--- src/rtl/tbts_pkg.sv ---
// Package for the tangent-by-series block: fixed-point constants and the
// cell types. Used by the other files under rtl/.
package tbts_pkg;

    localparam int unsigned ANGLE_W     = 24;
    localparam int unsigned X_W         = 33;   // magnitude of x, Q3.30 (up to about pi/2)
    localparam int unsigned SUM_W       = 40;   // internal signed sums
    localparam int unsigned TAN_W       = 32;
    localparam int unsigned OUT_W       = 31;
    localparam int unsigned QW          = 48;   // quotient width before saturation
    localparam logic [24:0] RAD_K       = 25'd18740330;
    localparam logic [22:0] ANGLE_LIMIT = 23'd5898240;
    localparam logic signed [SUM_W-1:0] ONE_Q30 = 40'sd1073741824;

    // Data that moves from one series cell to the next.
    typedef struct packed {
        logic                    vld;
        logic [4:0]              n;       // clamped term count
        logic                    xneg;
        logic [X_W-1:0]          x2;
        logic [X_W-1:0]          smag;    // current sine term magnitude
        logic                    sneg;
        logic [X_W-1:0]          cmag;    // current cosine term magnitude
        logic                    cneg;
        logic signed [SUM_W-1:0] s;
        logic signed [SUM_W-1:0] c;
    } t_cell;

    // Data that moves through the divider cells.
    typedef struct packed {
        logic                    vld;
        logic                    qneg;
        logic                    czero;
        logic                    sge0;
        logic [QW-1:0]           rem;
        logic [QW-1:0]           quo;
        logic [QW-1:0]           den;
        logic signed [OUT_W-1:0] s_sat;
        logic signed [OUT_W-1:0] c_sat;
    } t_div;

endpackage

--- src/rtl/tbts_div_cell.sv ---
// One restoring-division cell: retires quotient bit B per cycle.
// Depends on tbts_pkg.
module tbts_div_cell #(
    parameter int unsigned B = 0
) (
    input  logic            i_clk,
    input  logic            i_rst_n,
    input  tbts_pkg::t_div  i_d,
    output tbts_pkg::t_div  o_d
);
    tbts_pkg::t_div r_d, n_d;
    logic [tbts_pkg::QW+B:0] w_sh;
    logic take;

    always_comb begin
        n_d  = i_d;
        w_sh = (tbts_pkg::QW+B+1)'(i_d.den) << B;
        take = ({1'b0, i_d.rem} >= (tbts_pkg::QW+1)'(w_sh)) &&
               (w_sh[tbts_pkg::QW+B:tbts_pkg::QW] == '0);
        if (take) begin
            n_d.rem    = i_d.rem - tbts_pkg::QW'(w_sh);
            n_d.quo[B] = 1'b1;
        end
    end

    always_ff @(posedge i_clk) begin
        if (!i_rst_n) begin
            r_d.vld <= 1'b0;
        end else begin
            r_d.vld <= i_d.vld;
        end
        r_d.qneg  <= n_d.qneg;
        r_d.czero <= n_d.czero;
        r_d.sge0  <= n_d.sge0;
        r_d.rem   <= n_d.rem;
        r_d.quo   <= n_d.quo;
        r_d.den   <= n_d.den;
        r_d.s_sat <= n_d.s_sat;
        r_d.c_sat <= n_d.c_sat;
    end

    assign o_d = r_d;
endmodule

--- config.mk ---
export PLATFORM = sky130hd
export DESIGN_NAME = tbts_div_cell
export DESIGN_NICKNAME = d
export VERILOG_FILES = /design/src/rtl/tbts_pkg.sv /design/src/rtl/tbts_div_cell.sv
export SDC_FILE = /design/constraint.sdc
export NUM_CORES = 1
export LEC_CHECK = 0
export BUFFER_PORTS_ARGS = -buffer_cell sky130_fd_sc_hd__buf_4
export CORE_AREA = 2 2 164 166
export CTS_BUF_LIST = sky130_fd_sc_hd__clkbuf_4
export DETAILED_ROUTE_END_ITERATION = 8
export DIE_AREA = 0 0 166 168
export PLACE_DENSITY = 0.61
export REMOVE_ABC_BUFFERS = 1
export SYNTH_ARGS = -nofsm -noshare
export SYNTH_HDL_FRONTEND = slang
export SYNTH_SLANG_ARGS = --single-unit
--- constraint.sdc ---
create_clock -name i_clk -period 3.9 [get_ports i_clk]
set_input_delay 0.585 -clock i_clk [delete_from_list [all_inputs] [get_ports i_clk]]
set_output_delay 0.585 -clock i_clk [all_outputs]
set_load 0.005 [all_outputs]
### Yosys cells after proc, flatten, opt, wreduce, memory -nomap -nowiden

Index checks and enable logic that the tools add are counted.

| cells by class | value |
|---|---|
| add/sub/neg operators | 1 |
| order comparisons | 1 |
| multiplexer cells | 1 |

Operators with widths:

| kind | count |
|---|---|
| $ge 48x48->1 | 1 |
| $mux 48 | 1 |
| $sub 48x48->48 | 1 |

| word-level totals | value |
|---|---|
| bits in registers | 210 |
| input bits | 212 |
| output and inout bits | 210 |
| logic and storage cells | 13 |

### Logic depth before layout (Yosys ltp)

| logic depth | value |
|---|---|
| depth in word-level cells | 2 |
| mapped depth | 15 |
| depth with buffers taken out | 12 |

### Worst setup path before layout

OpenSTA, ideal clock, no wires.

| timing | value |
|---|---|
| path kind | input port to flip-flop |
| start | input i_d[80] (netlist name) |
| end | register r_d, in the netlist o_d[199] |
| library setup time | 127 ps |
| arrival | 3297 ps |
| required time | 3773 ps |
| path slack | 476 ps |
| stages on the path | 13 |
| buffers on the path | 2 |
| path through | inv_1 ha_1 buf_2 nand3_1 nor3_2 or4b_1 or4_4 o21ai_2 nor4_2 or2_1 buf_6 a211oi_2 or3b_1 |

RTL lines:

| element | RTL line | source |
|---|---|---|
| start, declared | tbts_div_cell.sv:8 | `input tbts_pkg::t_div i_d,` |
| end, declared | tbts_div_cell.sv:11 | `tbts_pkg::t_div r_d, n_d;` |

==> reports/results.txt <==
The run gives 6.73 nW as the standby leakage power. For the number of core rows, the log shows 60. In this run, the combinational gates consume 23.5% of the power. For this run, the post-layout net count is 1689. For the total congestion overflow after global routing, the log shows 0. Launching element type of the critical path: an input pin. The synthesized design spends more area on one cell type than any other, namely sky130_fd_sc_hd__dfxtp_1.

The total number of H-tree levels is 2. The kind of end point of the critical path is a register. The post-layout utilization of the core is 51.9%, and the number of input and output port buffers inserted is 421. The number of synthesized flops with an enable pin was 0; the die width was 166 µm. The count of max-cap constraint violations is 0. For the count of nets left with antenna violations after detail routing, the log shows 0. Die span in y: 168 µm. The sequential share of power came out at 43.2%.

Summed over all nets, the switching power comes to 1.56 mW. Before antenna repair, the detailed router went through 4 iterations. The run gives 23200 µm as the detailed-placement wirelength estimate. The category of the most critical setup path was in -> reg. The maximum fanout count along the critical path is 37, and the switching portion of total power is 28.5%. The largest net degree at the start of global routing is 38. The logs give 330 µV for the worst IR drop on VDD and 11400 µm² for the total placed instance area. By area the synthesized netlist is led by sky130_fd_sc_hd__dfxtp_1 53%, sky130_fd_sc_hd__ha_1 7.6%, sky130_fd_sc_hd__nand2_1 4.4%.

For the area inside the core boundary, the log shows 26400 µm². Sequential elements use 53.3% of the synthesized area. The run gives 0 as the number of warnings reported in the yosys synthesis log. The run gives 4.24 ns as the critical path arrival.

Summed over all layers, the routed wires come to 31700 µm. The number of clock buffers added by TritonCTS is 56. After synthesis the netlist holds a flip-flop and latch count of 210.

Summed over all failing endpoints, the final setup total negative slack is 0 ns. The routed layout has 8332 vias. Setup violations remaining at the end of the flow were counted as 0. Yosys mapped the design onto 58 distinct sky130hd cell types. For the pin with the worst max-slew slack, the measured transition is 0.633 ns.

The first global-routing pass estimated 48100 µm of wire. Dividing total power by cell area gives a power density of 402 nW/µm². The mapped netlist covers 7880 µm². The logs give 0 for the post-detailed-route DRC marker count and 3.93 mW for the design internal power. The number of antenna violations at the first check in global routing is 2, and the via density per instance is 4.62. After synthesis, the share of flip-flops with an asynchronous set or reset is 0%.

The effective utilization at floorplan was 29.9%; the number of hold buffers added after cts was 160. The share of power burned in the clock network came out at 33.3%. The most frequent cell after synthesis was sky130_fd_sc_hd__dfxtp_1.

The clock transition at the registers of the reported paths is 0.07 ns. The type of the tightest min-delay check is in -> reg. The tightest hold path in the finished design has a slack of 0.120 ns.

The post-CTS setup repair buffer count is 0. The headroom to the max-slew limit is 57.5%. The die covers 27900 µm². The mean instance size in the synthesized netlist is 9.78 µm², and the data required time of the critical path is 4.50 ns.

The layout has 2356 filler cells. Relative to the synthesized area, the layout overhead comes to 73.6%. The register with the most flip-flops in the layout has 210 of them. Setup repair after global routing left no endpoint under its margin.

Derived from the worst setup path, the maximum achievable clock frequency is 275 MHz. The summed area of non-filler cells in the final layout is 13700 µm², and the fraction of final layout cells with drive strength greater than 1 is 36.4%. The logs give 8693 for the number of global-route vias before repair and 21.9% for the global routing usage summed across all routing layers. Summed over its instances, the top area cell type makes up 53.3% of the synthesized netlist area. The run gives 0.856 as the final estimated routing congestion in global placement. After layout, the worst path uses 93.2% of the clock period. The number of hold violations in the final report was 0; the average wire per standard cell was 17.6 µm.

In this run the clock root is driven by a sky130_fd_sc_hd__clkbuf_4. The flow ran to the end, and the final reports show no timing, DRC or antenna violations. Clock tree synthesis found a total of 210 sinks.

By count the netlist is led by 210 x sky130_fd_sc_hd__dfxtp_1, 93 x sky130_fd_sc_hd__nand2_1, 64 x sky130_fd_sc_hd__o21ai_0, 63 x sky130_fd_sc_hd__inv_1, 55 x sky130_fd_sc_hd__a21oi_1. Counting every instance in the synthesized netlist gives 806. The detailed router finished its first iteration with 419 violations.

The worst path needs 3.64 ns of the cycle, external delays included. The flip-flop cell with the highest count after synthesis was sky130_fd_sc_hd__dfxtp_1. The tools report the final number of max-transition violations as 0. The number of placed I/O pins was 422. The clock passes through at most 3 buffers.

Post-CTS repair changed the size of 0 cells. TritonCTS built the clock tree.
path summary, 6_finish.rpt:
kind	to	slack, ns	cells past startpoint	start
max	o_d[204]	0.26	14	i_d[82]
min	o_d[110]	0.12	2	i_d[110]
layout by cell type (no fill, tap or decap), types with 14 or more instances in the layout:
cell type and count:
sky130_fd_sc_hd__a21o_1 26, sky130_fd_sc_hd__a21oi_1 55, sky130_fd_sc_hd__buf_4 434, sky130_fd_sc_hd__clkbuf_4 77, sky130_fd_sc_hd__dfxtp_1 210, sky130_fd_sc_hd__dlygate4sd3_1 160
sky130_fd_sc_hd__ha_1 48, sky130_fd_sc_hd__inv_1 63, sky130_fd_sc_hd__nand2_1 93, sky130_fd_sc_hd__nand4_1 14, sky130_fd_sc_hd__nor2_1 28, sky130_fd_sc_hd__nor3_1 15
sky130_fd_sc_hd__o21ai_0 64, sky130_fd_sc_hd__o21bai_1 15, sky130_fd_sc_hd__xnor2_1 23
per-stage QoR:
| stage | std cells | worst slack [ns] | total power [mW] |
|---|---|---|---|
| 3_3_place_gp | 1551 | 0.296 | 3.57 |
| 3_5_place_dp | 1551 | 0.219 | 3.57 |
| 4_1_cts | 1804 | 0.347 | 5.55 |
| 2_1_floorplan | 775 | -0.612 | 2.93 |
| 6_report | 1805 | 0.264 | 5.50 |
| 5_1_grt | 1805 | 0.165 | 5.81 |
per-layer routing:
layer,vias up,global-route usage (%),share of wire (%)
li1,4051,-,-
met4,2,10.2,4.7
met3,74,6.61,7.3
met5,-,0,0.041
met2,358,38.2,49
met1,3847,24.7,39
power by group through the flow:
stage	clock [mW]	combinational [mW]	sequential, mW
finish	1.83	1.29	2.38
global route	2.01	1.41	2.39
CTS	1.88	1.29	2.38
detailed placement	0	1.15	2.42
global placement	0	1.15	2.42
floorplan	0	0.489	2.44
area by class of cell:
cell class	instances	area [µm²]	area share, %
tap	341	427	3.12
clock inverter	16	68.8	0.503
timing repair buffer	595	4880	35.7
multi-input combinational	502	3290	24.0
antenna	1	2.50	0.0183
sequential	210	4200	30.7
inverter	63	236	1.73
clock buffer	77	578	4.22
cell families after synthesis:
logic type | share of synthesized area [%]
compound gates | 17.4
flops | 53.3
simple gates | 12.3
buf+inv | 4.95
fa+ha+maj | 7.87
xor+xnor | 3.89
mux | 0.270
worst max-delay path, stage by stage:
cell,delay [ns]
sky130_fd_sc_hd__dlygate4sd3_1,0.57
sky130_fd_sc_hd__buf_4,0.13
sky130_fd_sc_hd__inv_1,0.04
sky130_fd_sc_hd__ha_1,0.40
sky130_fd_sc_hd__nand2_2,0.11
sky130_fd_sc_hd__nor3_2,0.27
sky130_fd_sc_hd__or4b_1,0.52
sky130_fd_sc_hd__or4_4,0.55
sky130_fd_sc_hd__o21ai_2,0.08
sky130_fd_sc_hd__nor4_2,0.06
sky130_fd_sc_hd__or2_4,0.30
sky130_fd_sc_hd__buf_12,0.17
sky130_fd_sc_hd__or3_1,0.35
sky130_fd_sc_hd__nand3_1,0.09
(Power assumes the default switching activity.)
